===== config.mk =====
export PLATFORM = sky130hd
export DESIGN_NAME = timer_interval_converter
export DESIGN_NICKNAME = d
export VERILOG_FILES = /design/src/rtl/tic_pkg.sv /design/src/rtl/timer_interval_converter.sv /design/src/rtl/tic_mul.sv /design/src/rtl/tic_div.sv
export SDC_FILE = /design/constraint.sdc
export NUM_CORES = 1
export LEC_CHECK = 0
export BUFFER_PORTS_ARGS = -buffer_cell sky130_fd_sc_hd__buf_2
export CAP_MARGIN = 25
export CORE_MARGIN = 2
export CORE_UTILIZATION = 34
export DETAILED_ROUTE_END_ITERATION = 16
export PLACE_DENSITY = 0.6
export SLEW_MARGIN = 20
export SYNTH_ARGS = -nofsm -noshare
export SYNTH_HDL_FRONTEND = slang
export SYNTH_HIERARCHICAL = 1
export SYNTH_SLANG_ARGS = --single-unit

===== constraint.sdc =====
create_clock -name clk_i -period 7.3 [get_ports clk_i]
set_input_delay 0.365 -clock clk_i [delete_from_list [all_inputs] [get_ports clk_i]]
set_output_delay 0.365 -clock clk_i [all_outputs]
set_load 0.005 [all_outputs]

===== src/rtl/tic_pkg.sv =====
// ----------------------------------------------------------------------------
// tic_pkg: shared types and constants of the timer interval converter
// Field widths, derived datapath widths, command and register codes, and the
// request and response bundles of the serial multiplier and divider.
// ----------------------------------------------------------------------------
`default_nettype none

package tic_pkg;

  // Counter and prescaler geometry of the timer being served
  localparam int COUNT_BITS    = 24;
  localparam int PRESCALE_BITS = 8;

  localparam int VAL_W  = 32;                     // value and frequency fields
  localparam int PSC1_W = PRESCALE_BITS + 1;      // prescaler plus one
  localparam int DEN_W  = VAL_W + PRESCALE_BITS;  // freq*(p+1) or value*(p+1)
  localparam int NUM_W  = 2 * VAL_W + PRESCALE_BITS; // full product width
  localparam int CNT_W  = $clog2(NUM_W + 1);      // step counters

  localparam logic [PRESCALE_BITS-1:0] PRESCALE_MAX =
    PRESCALE_BITS'((32'd1 << PRESCALE_BITS) - 32'd1);
  localparam logic [VAL_W-1:0] COUNT_MAX = VAL_W'((64'd1 << COUNT_BITS) - 64'd1);
  localparam logic [VAL_W-1:0] COUNT_MIN = VAL_W'(2);

  // Configuration registers
  localparam int CFG_IDX_W = 1;
  localparam logic [CFG_IDX_W-1:0] CFG_INPUT_CLOCK = 1'b0;
  localparam logic [CFG_IDX_W-1:0] CFG_TICK_FREQ   = 1'b1;
  localparam logic [VAL_W-1:0] CLOCK_RESET = 32'd48000000;
  localparam logic [VAL_W-1:0] FREQ_RESET  = 32'd1000000;

  // Commands
  localparam logic CMD_TO_COUNTS = 1'b0;
  localparam logic CMD_TO_TICKS  = 1'b1;

  typedef struct packed {
    logic             go;
    logic [DEN_W-1:0] mcand;
    logic [VAL_W-1:0] mplier;
    logic [CNT_W-1:0] nbits;
    logic [NUM_W-1:0] init;
  } mul_req_t;

  typedef struct packed {
    logic             done;
    logic [NUM_W-1:0] prod;
  } mul_rsp_t;

  typedef struct packed {
    logic             go;
    logic [NUM_W-1:0] num;
    logic [DEN_W-1:0] den;
    logic [CNT_W-1:0] nbits;
  } div_req_t;

  typedef struct packed {
    logic             done;
    logic [VAL_W-1:0] quot;
    logic             quot_hi;
  } div_rsp_t;

endpackage

`default_nettype wire


===== src/rtl/timer_interval_converter.sv =====
// ----------------------------------------------------------------------------
// timer_interval_converter: prescaler pick and tick/count conversion
// Derives the timer prescaler from the configured clock and tick frequency,
// then converts an interval in ticks to counts or counts back to ticks with
// round-half-up division, using one serial multiplier and one serial divider.
// ----------------------------------------------------------------------------
// Sequence: the divider forms clock / freq for the prescaler, the multiplier
//   applies (p+1) and then forms the full product, and a last divider pass
//   gives the result; a zero clock or frequency is answered at once. The
//   serial divider's 72-bit pass is the longest step.
// Throughput: one item at a time; busy stays high until the result strobe.
// Reset: clears the sequencer and the strobe; clock and frequency registers
//   return to 48 MHz and 1 MHz. The receiver cannot stall a result beat.
// ----------------------------------------------------------------------------
`default_nettype none

module timer_interval_converter
  import tic_pkg::*;
(
  input  wire logic                 clk_i,
  input  wire logic                 rst_ni,
  // configuration write port
  input  wire logic                 cfg_we_i,
  input  wire logic [CFG_IDX_W-1:0] cfg_idx_i,
  input  wire logic [VAL_W-1:0]     cfg_wdata_i,
  // command channel
  input  wire logic                 start,
  output logic                      busy,
  input  wire logic                 command_i,
  input  wire logic [VAL_W-1:0]     value_i,
  // result channel
  output logic                      result_valid_o,
  output logic [VAL_W-1:0]          result_value_o,
  output logic [PRESCALE_BITS-1:0]  prescaler_o,
  output logic                      clamped_o,
  output logic                      config_error_o
);

  // Sequencer states
  localparam int STATE_W = 3;
  localparam logic [STATE_W-1:0] ST_IDLE = 3'd0; // wait for a start beat
  localparam logic [STATE_W-1:0] ST_PSC  = 3'd1; // clock / freq for prescaler
  localparam logic [STATE_W-1:0] ST_MUL1 = 3'd2; // times (prescaler + 1)
  localparam logic [STATE_W-1:0] ST_MUL2 = 3'd3; // full product plus rounding
  localparam logic [STATE_W-1:0] ST_DIV  = 3'd4; // final quotient

  logic [STATE_W-1:0]       state_q, state_d;

  // Configuration
  logic [VAL_W-1:0]         clock_q, freq_q;

  // Item context
  logic                     cmd_q;
  logic [VAL_W-1:0]         val_q;
  logic                     err_q;
  logic [PRESCALE_BITS-1:0] psc_q, psc_d;
  logic [DEN_W-1:0]         den_q, den_d;

  // Result beat
  logic                     valid_q, valid_d;
  logic [VAL_W-1:0]         res_q, res_d;
  logic [PRESCALE_BITS-1:0] psc_out_q, psc_out_d;
  logic                     clamped_q, clamped_d;
  logic                     err_out_q, err_out_d;

  // Arithmetic units
  mul_req_t                 mul_req;
  mul_rsp_t                 mul_rsp;
  div_req_t                 div_req;
  div_rsp_t                 div_rsp;

  logic                     accept;
  logic                     cfg_zero;
  logic                     cfg_err;

  logic [VAL_W-1:0]         q_half, q_bound, q_base;
  logic                     q_fit;
  logic [PRESCALE_BITS-1:0] psc_calc;
  logic [PSC1_W-1:0]        psc_inc;

  logic                     too_big, too_small;

  tic_mul u_mul (
    .clk_i  (clk_i),
    .rst_ni (rst_ni),
    .req_i  (mul_req),
    .rsp_o  (mul_rsp)
  );

  tic_div u_div (
    .clk_i  (clk_i),
    .rst_ni (rst_ni),
    .req_i  (div_req),
    .rsp_o  (div_rsp)
  );

  assign busy     = (state_q != ST_IDLE);
  assign accept   = start && !busy;
  assign cfg_zero = (clock_q == '0) || (freq_q == '0);
  assign cfg_err  = cfg_zero || (freq_q > (clock_q >> 1));

  // Prescaler from Q = clock / freq.
  // The smallest p with clock/((p+1)*freq) inside the counter is Q >> COUNT_BITS;
  // the upper limit is Q/2 minus one (clock/(2*freq) - 1), capped at the max.
  assign q_half   = div_rsp.quot >> 1;
  assign q_bound  = (q_half != '0) ? (q_half - VAL_W'(1)) : '0;
  assign q_base   = div_rsp.quot >> COUNT_BITS;
  assign q_fit    = (q_base <= q_bound) && (q_base <= VAL_W'(PRESCALE_MAX));
  assign psc_calc = q_fit ? q_base[PRESCALE_BITS-1:0] : PRESCALE_MAX;
  assign psc_inc  = {1'b0, psc_calc} + PSC1_W'(1);

  // Saturation of the ticks-to-counts quotient, judged on the full quotient
  assign too_big   = div_rsp.quot_hi || (div_rsp.quot > COUNT_MAX);
  assign too_small = !div_rsp.quot_hi && (div_rsp.quot < COUNT_MIN);

  always_comb begin
    state_d   = state_q;
    psc_d     = psc_q;
    den_d     = den_q;
    valid_d   = 1'b0;
    res_d     = res_q;
    psc_out_d = psc_out_q;
    clamped_d = clamped_q;
    err_out_d = err_out_q;
    mul_req   = '0;
    div_req   = '0;

    case (state_q)
      ST_IDLE: begin
        if (accept) begin
          if (cfg_zero) begin
            // nothing to convert: answer at once
            valid_d   = 1'b1;
            res_d     = '0;
            psc_out_d = (clock_q == '0) ? '0 : PRESCALE_MAX;
            clamped_d = 1'b0;
            err_out_d = 1'b1;
          end else begin
            // clock aligned to the top of the dividend, 32 steps
            div_req.go    = 1'b1;
            div_req.num   = {clock_q, {DEN_W{1'b0}}};
            div_req.den   = DEN_W'(freq_q);
            div_req.nbits = CNT_W'(VAL_W);
            state_d       = ST_PSC;
          end
        end
      end

      ST_PSC: begin
        if (div_rsp.done) begin
          psc_d          = psc_calc;
          mul_req.go     = 1'b1;
          mul_req.mcand  = (cmd_q == CMD_TO_TICKS) ? DEN_W'(val_q) : DEN_W'(freq_q);
          mul_req.mplier = VAL_W'(psc_inc);
          mul_req.nbits  = CNT_W'(PSC1_W);
          mul_req.init   = '0;
          state_d        = ST_MUL1;
        end
      end

      ST_MUL1: begin
        if (mul_rsp.done) begin
          mul_req.go    = 1'b1;
          mul_req.nbits = CNT_W'(VAL_W);
          if (cmd_q == CMD_TO_COUNTS) begin
            // clock * value + den/2, den = freq * (p+1)
            den_d          = mul_rsp.prod[DEN_W-1:0];
            mul_req.mcand  = DEN_W'(clock_q);
            mul_req.mplier = val_q;
            mul_req.init   = NUM_W'(mul_rsp.prod[DEN_W-1:1]);
          end else begin
            // value * (p+1) * freq + clock/2
            mul_req.mcand  = mul_rsp.prod[DEN_W-1:0];
            mul_req.mplier = freq_q;
            mul_req.init   = NUM_W'(clock_q[VAL_W-1:1]);
          end
          state_d = ST_MUL2;
        end
      end

      ST_MUL2: begin
        if (mul_rsp.done) begin
          div_req.go    = 1'b1;
          div_req.num   = mul_rsp.prod;
          div_req.den   = (cmd_q == CMD_TO_COUNTS) ? den_q : DEN_W'(clock_q);
          div_req.nbits = CNT_W'(NUM_W);
          state_d       = ST_DIV;
        end
      end

      ST_DIV: begin
        if (div_rsp.done) begin
          valid_d   = 1'b1;
          psc_out_d = psc_q;
          err_out_d = err_q;
          if (cmd_q == CMD_TO_COUNTS) begin
            // clamp to the counter's usable range
            if (too_big) begin
              res_d = COUNT_MAX;
            end else if (too_small) begin
              res_d = COUNT_MIN;
            end else begin
              res_d = div_rsp.quot;
            end
            clamped_d = too_big || too_small;
          end else begin
            res_d     = div_rsp.quot;
            clamped_d = 1'b0;
          end
          state_d = ST_IDLE;
        end
      end

      default: begin
        state_d = ST_IDLE;
      end
    endcase
  end

  // Control state and configuration registers
  always_ff @(posedge clk_i or negedge rst_ni) begin
    if (!rst_ni) begin
      state_q <= ST_IDLE;
      valid_q <= 1'b0;
      clock_q <= CLOCK_RESET;
      freq_q  <= FREQ_RESET;
    end else begin
      state_q <= state_d;
      valid_q <= valid_d;
      if (cfg_we_i) begin
        case (cfg_idx_i)
          CFG_INPUT_CLOCK: clock_q <= cfg_wdata_i;
          CFG_TICK_FREQ:   freq_q  <= cfg_wdata_i;
          default: begin
          end
        endcase
      end
    end
  end

  // Item context and result payload
  always_ff @(posedge clk_i) begin
    if (accept) begin
      cmd_q <= command_i;
      val_q <= value_i;
      err_q <= cfg_err;
    end
    psc_q     <= psc_d;
    den_q     <= den_d;
    res_q     <= res_d;
    psc_out_q <= psc_out_d;
    clamped_q <= clamped_d;
    err_out_q <= err_out_d;
  end

  assign result_valid_o = valid_q;
  assign result_value_o = res_q;
  assign prescaler_o    = psc_out_q;
  assign clamped_o      = clamped_q;
  assign config_error_o = err_out_q;

endmodule

`default_nettype wire


===== src/rtl/tic_mul.sv =====
// ----------------------------------------------------------------------------
// tic_mul: bit-serial shift-add multiplier
// Retires one multiplier bit per cycle, LSB first, into an accumulator that
// starts from a caller-supplied offset.
// ----------------------------------------------------------------------------
`default_nettype none

module tic_mul
  import tic_pkg::*;
(
  input  wire logic     clk_i,
  input  wire logic     rst_ni,
  input  wire mul_req_t req_i,
  output mul_rsp_t      rsp_o
);

  logic             busy_q, busy_d;
  logic             done_q, done_d;
  logic [CNT_W-1:0] cnt_q, cnt_d;
  logic [NUM_W-1:0] acc_q, acc_d;
  logic [NUM_W-1:0] mcand_q, mcand_d;
  logic [VAL_W-1:0] mplier_q, mplier_d;

  always_comb begin
    busy_d   = busy_q;
    cnt_d    = cnt_q;
    acc_d    = acc_q;
    mcand_d  = mcand_q;
    mplier_d = mplier_q;
    done_d   = busy_q && (cnt_q == CNT_W'(1));
    if (req_i.go) begin
      busy_d   = 1'b1;
      cnt_d    = req_i.nbits;
      acc_d    = req_i.init;
      mcand_d  = NUM_W'(req_i.mcand);
      mplier_d = req_i.mplier;
    end else if (busy_q) begin
      // add the shifted multiplicand where the current bit is set
      acc_d    = acc_q + (mplier_q[0] ? mcand_q : '0);
      mcand_d  = mcand_q << 1;
      mplier_d = mplier_q >> 1;
      cnt_d    = cnt_q - CNT_W'(1);
      if (cnt_q == CNT_W'(1)) begin
        busy_d = 1'b0;
      end
    end
  end

  always_ff @(posedge clk_i or negedge rst_ni) begin
    if (!rst_ni) begin
      busy_q <= 1'b0;
      done_q <= 1'b0;
      cnt_q  <= '0;
    end else begin
      busy_q <= busy_d;
      done_q <= done_d;
      cnt_q  <= cnt_d;
    end
  end

  always_ff @(posedge clk_i) begin
    acc_q    <= acc_d;
    mcand_q  <= mcand_d;
    mplier_q <= mplier_d;
  end

  assign rsp_o.done = done_q;
  assign rsp_o.prod = acc_q;

endmodule

`default_nettype wire


===== src/rtl/tic_div.sv =====
// ----------------------------------------------------------------------------
// tic_div: bit-serial restoring divider
// Brings in one dividend bit per cycle, MSB first, and develops one quotient
// bit per cycle; quotient bits above the low word fold into a sticky flag.
// ----------------------------------------------------------------------------
`default_nettype none

module tic_div
  import tic_pkg::*;
(
  input  wire logic     clk_i,
  input  wire logic     rst_ni,
  input  wire div_req_t req_i,
  output div_rsp_t      rsp_o
);

  logic             busy_q, busy_d;
  logic             done_q, done_d;
  logic [CNT_W-1:0] cnt_q, cnt_d;
  logic [NUM_W-1:0] num_q, num_d;
  logic [DEN_W-1:0] den_q, den_d;
  logic [DEN_W-1:0] rem_q, rem_d;
  logic [VAL_W-1:0] quot_q, quot_d;
  logic             hi_q, hi_d;

  logic [DEN_W:0]   rem_sh;
  logic [DEN_W:0]   diff;
  logic             ge;

  assign rem_sh = {rem_q, num_q[NUM_W-1]};
  assign diff   = rem_sh - {1'b0, den_q};
  assign ge     = rem_sh >= {1'b0, den_q};

  always_comb begin
    busy_d = busy_q;
    cnt_d  = cnt_q;
    num_d  = num_q;
    den_d  = den_q;
    rem_d  = rem_q;
    quot_d = quot_q;
    hi_d   = hi_q;
    done_d = busy_q && (cnt_q == CNT_W'(1));
    if (req_i.go) begin
      busy_d = 1'b1;
      cnt_d  = req_i.nbits;
      num_d  = req_i.num;
      den_d  = req_i.den;
      rem_d  = '0;
      quot_d = '0;
      hi_d   = 1'b0;
    end else if (busy_q) begin
      // trial subtract; keep the difference when it does not borrow
      rem_d  = ge ? diff[DEN_W-1:0] : rem_sh[DEN_W-1:0];
      num_d  = num_q << 1;
      quot_d = {quot_q[VAL_W-2:0], ge};
      hi_d   = hi_q | quot_q[VAL_W-1];
      cnt_d  = cnt_q - CNT_W'(1);
      if (cnt_q == CNT_W'(1)) begin
        busy_d = 1'b0;
      end
    end
  end

  always_ff @(posedge clk_i or negedge rst_ni) begin
    if (!rst_ni) begin
      busy_q <= 1'b0;
      done_q <= 1'b0;
      cnt_q  <= '0;
    end else begin
      busy_q <= busy_d;
      done_q <= done_d;
      cnt_q  <= cnt_d;
    end
  end

  always_ff @(posedge clk_i) begin
    num_q  <= num_d;
    den_q  <= den_d;
    rem_q  <= rem_d;
    quot_q <= quot_d;
    hi_q   <= hi_d;
  end

  assign rsp_o.done    = done_q;
  assign rsp_o.quot    = quot_q;
  assign rsp_o.quot_hi = hi_q;

endmodule

`default_nettype wire

==> Flow_metrics.wiki, run 1 <==
{| class="wikitable"
! Metric !! Value
|-
| Worst Setup End Kind || flop
|-
| Routed wire length || a little over 100000 microns
|-
| Final critical-path share of the clock period || 74.0%
|-
| Share of async-settable or async-resettable flops after synthesis || 15.1%
|-
| Cells after DPL || approximately 4.8k
|-
| Overall track demand over capacity in global routing || 19.2%
|-
| Slew @ Worst Pin || 1.02 ns
|-
| Gate power share || 45.1%
|-
| Port buffer count || between 100 and 150
|-
| Number of antenna cells inserted || 0
|-
| Initial core utilization || 34.3%
|-
| Count of flip-flops with a built-in enable after synthesis || 380
|-
| Clock power share || between 20% and 30%
|-
| Post-layout net count || 3806
|-
| Switching Power || 7.21 mW
|-
| Remaining routing DRC violations || 0
|-
| Pin count of the biggest net entering global routing || 154
|-
| Clock tree from TritonCTS || done
|-
| Launching element type of the critical path || flop
|-
| CP Data Required Time || 7.69 ns
|-
| Category of the critical setup timing path || reg2reg
|-
| Switching portion of total power || 41.4%
|-
| Worst Path Arrival || 5.79 ns
|-
| Number of warnings issued by yosys || 6
|-
| Part of the power in registers || 34.7%
|-
| Count of different cell masters after synthesis || 112
|-
| Synthesis-stage register bit count || 571
|-
| Tmin final || around 5.4 ns
|-
| Post-synth top flop || edfxtp_1
|-
| Pwr Total || 17.4 mW
|-
| Post-route antenna net violation count || 0
|-
| Ratio of total power to cell area || 440 mW/mm^2
|-
| Leakage Power || 15.7 nW
|-
| Pre-Repair DR Iteration Count || 6
|-
| TritonCTS buffer count || 66
|-
| Clock skew after layout || 0.0396 ns
|-
| Status || complete, no violations
|-
| Number of levels the H-tree was split into || 3
|-
| Routed WL per cell || 20.6 microns
|-
| Least setup slack across all paths after layout || roughly 1.9 ns
|-
| Total internal power || approximately 10 mW
|-
| Share of layout cells above drive strength 1 || 14.6%
|-
| Chip height || 324 microns
|-
| Setup Total Neg Slack || 0 ns
|-
| Post-CTS sizing || 0
|-
| Sequential fraction of the synthesis area || 45.0%
|-
| Count of fill cells added during filler insertion || 10.0k
|-
| Initial antenna violation count || 4
|-
| Number of setup buffers added after CTS || 0
|-
| Final HPWL from detailed placement || around 73000 microns
|-
| Relative max-transition margin || 32.2%
|-
| Clock insertion delay at the later pin of the skew report || between 0.6 and 0.7 ns
|-
| Max Transition Viols Final || 0
|-
| Fmax || 185 MHz
|-
| Kind of path behind the tightest hold check || in2reg
|-
| GP Congestion || approximately 0.9
|-
| Clock transition at the registers of the reported paths || 0.06 ns
|-
| Global-route wire length before repair || between 150000 and 200000 microns
|-
| GRT Residual Overflow || 0
|-
| Area delta synth->final || 13.6%
|-
| Io pins || 114
|-
| Unrepaired setup endpoints after global routing || false
|-
| Min Hold Slack || 0.0319 ns
|-
| Violation count after the first detailed-routing iteration || 2494
|-
| Sink count of the clock tree || 571
|-
| Hold Fails Final Rpt || 0
|-
| Number of standard cells in the layout, taps in and fillers out || between 4k and 5k
|-
| Max clock buf depth || 3
|-
| Die width || 324 microns
|-
| Mean number of vias per cell || 5.42
|-
| Placement-stage worst setup slack || 1.97 ns
|-
| Core area || 0.102 sq mm
|-
| Cell area after synthesis || 0.0349 sq mm
|-
| Count of maximum capacitance violations || 0
|-
| Number of vias after detailed routing || around 27k
|-
| CTS root buffer || clkbuf_16
|-
| Number of instances in the synthesized netlist || 3475
|-
| Maximum net fanout on the critical path || 13
|-
| Total Die Area || 0.105 sq mm
|-
| Synthesized area per cell || 10.0 sq um
|-
| Vias in the first global route || 25.8k
|-
| Worst IR Drop VDD || roughly 0.20 mV
|-
| # rows || around 120
|-
| Final Setup Violations || 0
|}
==> critical path, cell delays in order, from the launching register on <==
cell      delay, ns
dfxtp_1        0.39
nor3_1         0.46
nand3_1        0.20
or4b_4         0.57
or3b_1         0.54
nand2b_1       0.14
ha_1           0.24
nor2b_1        0.13
o211ai_1       0.15
a21oi_1        0.09
o21ai_0        0.35
and4bb_2       0.29
a41o_2         0.36
or2_1          0.26
ha_1           0.30
nor2_1         0.13
o311a_1        0.19
o21ai_0        0.10
mux2_2         0.27
==> worst paths after layout <==
check                                      from                 to  slack (ns)  cells past startpoint
worst max-delay path            u_div/quot_q[6]  u_mul/mplier_q[4]        1.90                     18
worst min-delay path            cfg_wdata_i[21]        clock_q[21]        0.03                      3
worst max register to register  u_div/quot_q[6]  u_mul/mplier_q[4]        1.90                     18
worst min register to register       u_div/hi_q         u_div/hi_q        0.50                      2
max in group asynchronous                rst_ni       u_div/busy_q        5.66                      3
min in group asynchronous                rst_ni        clock_q[26]        0.25                      2
==> per-stage QoR <==
stage	utilization (%)	instance area, sq um
2_1_floorplan	-	35000
3_3_place_gp	36.0	36700
3_5_place_dp	36.0	36700
4_1_cts	38.9	39500
5_1_grt	38.9	39600
6_report	38.9	39600
==> synth_stat cells (all sizes together) (8+ instances only) <==
| cell | instances | area (sq um) |
|---|---|---|
| or2 | 17 | 111 |
| inv | 135 | 507 |
| o21bai | 28 | 210 |
| clkbuf | 143 | 583 |
| a211oi | 20 | 188 |
| nand3 | 69 | 355 |
| dfstp | 17 | 447 |
| a21boi | 11 | 90.1 |
| a31oi | 18 | 113 |
| o211ai | 15 | 131 |
| ha | 156 | 1950 |
| o21a | 11 | 82.6 |
| and3 | 21 | 131 |
| nor3 | 33 | 199 |
| edfxtp | 380 | 11400 |
| o21ai | 274 | 1380 |
| mux2i | 225 | 2250 |
| nor4 | 42 | 278 |
| a21oi | 162 | 856 |
| a21o | 62 | 465 |
| or3 | 8 | 55.1 |
| mux2 | 177 | 1990 |
| nand4 | 64 | 400 |
| nor2 | 344 | 1300 |
| o22ai | 42 | 263 |
| dfrtp | 69 | 1730 |
| buf | 64 | 348 |
| nand2b | 18 | 113 |
| xor2 | 46 | 403 |
| a311oi | 33 | 314 |
| o31ai | 13 | 113 |
| a22o | 36 | 315 |
| and2 | 156 | 981 |
| nor2b | 12 | 82.6 |
| nand2 | 284 | 1070 |
| a2111oi | 8 | 101 |
| xnor2 | 69 | 604 |
| dfxtp | 105 | 2100 |
==> power groups by stage <==
stage | Sequential, mW | Clock (mW) | Combinational (mW)
6_report | 6.04 | 3.52 | 7.86
5_1_grt | 6.15 | 3.71 | 8.68
4_1_cts | 6.04 | 3.60 | 7.76
3_5_place_dp | 6.09 | 0 | 7.69
3_3_place_gp | 6.06 | 0 | 7.63
2_1_floorplan | 5.56 | 0 | 6.11
==> layout make-up <==
| class | count | area, sq um | share of cell area [%] |
|---|---|---|---|
| clock buffer | 88 | 1850 | 4.67 |
| inverter | 136 | 513 | 1.30 |
| clock inverter | 33 | 444 | 1.12 |
| multi-input combinational | 2600 | 17900 | 45.3 |
| sequential | 571 | 15700 | 39.6 |
| timing repair buffer | 203 | 1450 | 3.66 |
| tap | 1368 | 1710 | 4.32 |
==> per-layer routing <==
layer	vias to the layer above	global-route usage (%)	part of all wire [%]	wire length (microns)
met4	0	5.60	2.6	2690
met2	844	28.9	43	44700
met5	-	0	0	0
met1	13270	28.2	47	48900
li1	12849	-	-	-
met3	148	3.26	6.5	6710
==> flip-flops by register name, summed over array words and instances (netlist names), 32 cells and up <==
name / flops
u_mul/mcand_q: 72
result_value_o: 32
u_mul/mplier_q: 32
u_div/den_q: 40
den_q: 40
clock_q: 32
u_mul/acc_q: 72
u_div/quot_q: 32
freq_q: 32
u_div/num_q: 72
val_q: 32
u_div/rem_q: 40
==> layout by cell type, fill, tap and decap left out, types with 28 or more instances in the layout <==
| cell type | count |
|---|---|
| a311oi_1 | 29 |
| nor2_1 | 339 |
| dlygate4sd3_1 | 59 |
| o21bai_1 | 28 |
| clkbuf_16 | 69 |
| dfxtp_1 | 105 |
| xnor2_1 | 69 |
| o21ai_1 | 53 |
| edfxtp_1 | 380 |
| dfrtp_1 | 67 |
| a21oi_1 | 154 |
| xor2_1 | 46 |
| conb_1 | 41 |
| a22o_1 | 35 |
| nand4_1 | 64 |
| a21o_1 | 62 |
| mux2i_1 | 225 |
| and2_1 | 153 |
| nand3_1 | 66 |
| o22ai_1 | 42 |
| ha_1 | 156 |
| buf_4 | 28 |
| mux2_2 | 177 |
| nor4_1 | 41 |
| nand2_1 | 282 |
| inv_1 | 131 |
| buf_2 | 112 |
| nor3_1 | 30 |
| o21ai_0 | 218 |
==> cells by family after synthesis <==
family                     Yosys count  synth area share (%)
AOI/OAI and AO/OA                  787                  14.8
adders and majority gates          158                  5.71
DFF                                571                  45.0
xor gates and xnor gates           115                  2.89
other                                1                0.0108
muxes                              402                  12.2
buffers and inverters              344                  4.17
and+or+nand+nor                   1097                  15.3
==> repair_timing <==
action	4_1_cts	5_1_grt
endpoints found under the setup margin	0	0
endpoints found under the hold margin	91	0
hold buffers	59	0
(Power assumes the default switching activity.)
==> run 2, diff against run 1 <==
Settings changed: PLACE_DENSITY 0.6 to 0.62.
Clock period 7.3 ns to 4.5 ns, I/O delays scaled along.
==> run 2 against run 1 <==
The run now ends with setup timing left; critical path depth unchanged; combinational power is 70% higher; design area rose by 1.7%; count of clock-buffer cells in the layout down 2; routed wire length decreased by 0.91%; clock skew grew 0.0049 ns; hold slack gained 0.0073 ns; die area is the same; largest cell class unchanged.
==> Flow_metrics.wiki, run 2 (synthesis results as in run 1) <==
{| class="wikitable"
! Metric !! Value
|-
| Number of vias after detailed routing || 27.5k (+1.3%)
|-
| Routed WL per cell || 20.1 microns (-2.4%)
|-
| Max Transition Viols Final || 0 (unchanged)
|-
| Initial core utilization || 34.3% (unchanged)
|-
| Mean number of vias per cell || 5.41 (-0.20%)
|-
| GRT Residual Overflow || 0 (unchanged)
|-
| Global Route met1 Usage || 28.2% (about the same)
|-
| Post-layout net count || 3880 (+1.9%)
|-
| Most used cells in the layout excluding fill and tap cells || edfxtp_1 (380), nor2_1 (338), nand2_1 (282)
|-
| Core area || 0.102 sq mm (unchanged)
|-
| Number of levels the H-tree was split into || 2 (-1)
|-
| Fmax || 221 MHz (+19%)
|-
| Clock skew after layout || 0.0444 ns (+0.00485 ns)
|-
| # rows || 117 (unchanged)
|-
| Total internal power || 16.9 mW (+65%)
|-
| Switching Power || 11.6 mW (+61%)
|-
| Final Setup Violations || 3 (+3)
|-
| Routed wire length || 102000 microns (-0.91%)
|-
| Unrepaired setup endpoints after global routing || true
|-
| Least setup slack across all paths after layout || -0.0194 ns (-1.92 ns)
|-
| Overall track demand over capacity in global routing || 19.1% (-0.091 points)
|-
| Maximum net fanout on the critical path || 7 (-6)
|-
| Remaining routing DRC violations || 0 (unchanged)
|-
| Busiest layer in global routing || met2
|-
| Count of maximum capacitance violations || 0 (unchanged)
|-
| Part of the power in registers || 33.8% (-0.9 points)
|-
| Kind of path behind the tightest hold check || in2reg
|-
| Sink count of the clock tree || 571 (unchanged)
|-
| Relative max-transition margin || 25.8% (-6.4 points)
|-
| Share of layout cells above drive strength 1 || 16.4% (+1.8 points)
|-
| CTS root buffer || clkbuf_16
|-
| Final critical-path share of the clock period || 100% (+26 points)
|-
| Chip height || 324 microns (unchanged)
|-
| Clock insertion delay at the later pin of the skew report || 0.67 ns (+0.03 ns)
|-
| Worst IR Drop VDD || 0.444 mV (+120%)
|-
| Count of fill cells added during filler insertion || 9955 (-0.77%)
|-
| Post-route antenna net violation count || 0 (unchanged)
|-
| Clock power share || 19.3% (-0.9 points)
|-
| Gate power share || 46.9% (+1.8 points)
|-
| Launching element type of the critical path || flop
|-
| GP Congestion || 0.921 (-0.54%)
|-
| Io pins || 114 (unchanged)
|-
| Global-route wire length before repair || 157000 microns (about the same)
|-
| Sequential cell area in the final layout || 0.0157 sq mm (about the same)
|-
| GRT met2 Usage || 28.9% (about the same)
|-
| Category of the critical setup timing path || reg2reg
|-
| Initial antenna violation count || 6 (+2)
|-
| Violations in the final reports || setup timing
|-
| Clock transition at the registers of the reported paths || 0.06 ns (about the same)
|-
| Port buffer count || 113 (unchanged)
|-
| Clock tree from TritonCTS || done
|-
| Slew @ Worst Pin || 1.10 ns (+0.0873 ns)
|-
| Area delta synth->final || 15.5%
|-
| Violation count after the first detailed-routing iteration || 2578 (+3.4%)
|-
| Setup Total Neg Slack || -0.0371 ns (-0.0371 ns)
|-
| TritonCTS buffer count || 61 (-7.6%)
|-
| Ratio of total power to cell area || 708 mW/mm^2 (+61%)
|-
| Worst Setup End Kind || flop
|-
| Max clock buf depth || 3 (unchanged)
|-
| Leakage Power || 16.1 nW (+2.4%)
|-
| Worst Path Arrival || 4.94 ns (-0.85 ns)
|-
| Pre-Repair DR Iteration Count || 6 (unchanged)
|-
| Switching portion of total power || 40.9% (-0.57 points)
|-
| Final HPWL from detailed placement || 74300 microns (+1.8%)
|-
| Tmin final || 4.52 ns (-0.881 ns)
|-
| Area of the multi-input gates || 0.0181 sq mm (+0.67%)
|-
| Die width || 324 microns (unchanged)
|-
| Reg2Reg Setup Slack || -0.02 ns (-1.92 ns)
|-
| Status || finished, violations left
|-
| Largest registers || u_div/num_q (72), u_mul/acc_q (72), u_mul/mcand_q (72)
|-
| Total Die Area || 0.105 sq mm (unchanged)
|-
| Pin count of the biggest net entering global routing || 127 (-18%)
|-
| Vias in the first global route || 26.4k (+2.3%)
|-
| M3 GR Usage || 2.96% (-0.30 points)
|-
| Hold Fails Final Rpt || 0 (unchanged)
|-
| CP Data Required Time || 4.92 ns (-2.77 ns)
|-
| Min Hold Slack || 0.0391 ns (+0.00725 ns)
|-
| Most common cell after layout, fill and taps aside || edfxtp_1
|}
run 2: cell count changes in the layout (fill, tap and decap cells not counted), moves of 4 or more:
cell	delta
buf_12	+5
buf_4	+66
o21ai_0	-5
clkbuf_16	-8
dlygate4sd3_1	+9
bufinv_16	+4
run 2: repair_timing:
action / in CTS / in global routing
endpoints found under the setup margin: 5 / 5
pin swaps: 10 / 14
hold buffers: 68 / 0
gates cloned: 0 / 0
buffers inserted: 3 / 0
endpoints found under the hold margin: 140 / 0
gates resized for setup: 9 / 6
run 2: final timing paths:
| check | startpoint | to | cells after the start |
|---|---|---|---|
| setup / recovery | u_div/quot_q[14] | u_mul/mplier_q[6] | 18 |
| hold / removal | cfg_idx_i | clock_q[25] | 4 |
| setup reg to reg | u_div/quot_q[14] | u_mul/mplier_q[6] | 18 |
| hold reg to reg | u_div/hi_q | u_div/hi_q | 2 |
| max in group asynchronous | rst_ni | freq_q[9] | 3 |
| min in group asynchronous | rst_ni | freq_q[26] | 2 |
run 2: worst max-delay path: stages, from the launching register on:
cell and delay [ns]:
dfxtp_2 0.33, nor4_4 0.32, nand3_2 0.15, or4b_4 0.57, or3b_4 0.45, nand2b_1 0.09
ha_1 0.23, nor2b_1 0.13, o211ai_1 0.16, a21oi_1 0.10, o21ai_2 0.16, and4bb_2 0.25
a41o_4 0.29, or2_4 0.24, ha_4 0.20, nand3_1 0.08, o21ai_1 0.08, a21o_1 0.17
mux2_2 0.25
run 2: layout make-up:
| type | instances | area share, % |
|---|---|---|
| Clock inverter | 30 | 1.17 |
| Antenna cell | 2 | 0.0124 |
| Clock buffer | 86 | 4.22 |
| Timing Repair Buffer | 282 | 5.23 |
| Tap cell | 1368 | 4.25 |
| Sequential cell | 571 | 39.0 |
| Multi-Input combinational cell | 2600 | 44.9 |
| Inverter | 136 | 1.27 |
run 2: power groups by stage:
| stage | clock network, mW | registers, mW | logic (mW) |
|---|---|---|---|
| 2_1_floorplan | 0 | 8.98 | 9.95 |
| 3_3_place_gp | 0 | 9.64 | 13.0 |
| 3_5_place_dp | 0 | 9.67 | 13.1 |
| 4_1_cts | 5.60 | 9.60 | 13.2 |
| 5_1_grt | 5.80 | 9.82 | 14.8 |
| 6_report | 5.50 | 9.64 | 13.4 |
run 2: layer usage:
metal,share of wire [%],vias to the layer above
met3,6.9,151
met1,47,13400
met4,2.6,2
met5,0.013,-
met2,43,917
li1,-,12997
run 2: metrics by stage:
| stage | cells | util [%] | setup slack, ns | total power [mW] | area, sq um |
|---|---|---|---|---|---|
| 4_1_cts | 5073 | 39.5 | 0.000938 | 28.4 | 40200 |
| 3_5_place_dp | 4886 | 36.7 | -0.214 | 22.7 | 37300 |
| 3_3_place_gp | 4885 | 36.7 | -0.160 | 22.6 | 37300 |
| 5_1_grt | 5073 | 39.6 | -0.211 | 30.4 | 40300 |
| 2_1_floorplan | 3515 | - | -0.178 | 18.9 | 35100 |
| 6_report | 5075 | 39.6 | -0.0194 | 28.5 | 40300 |
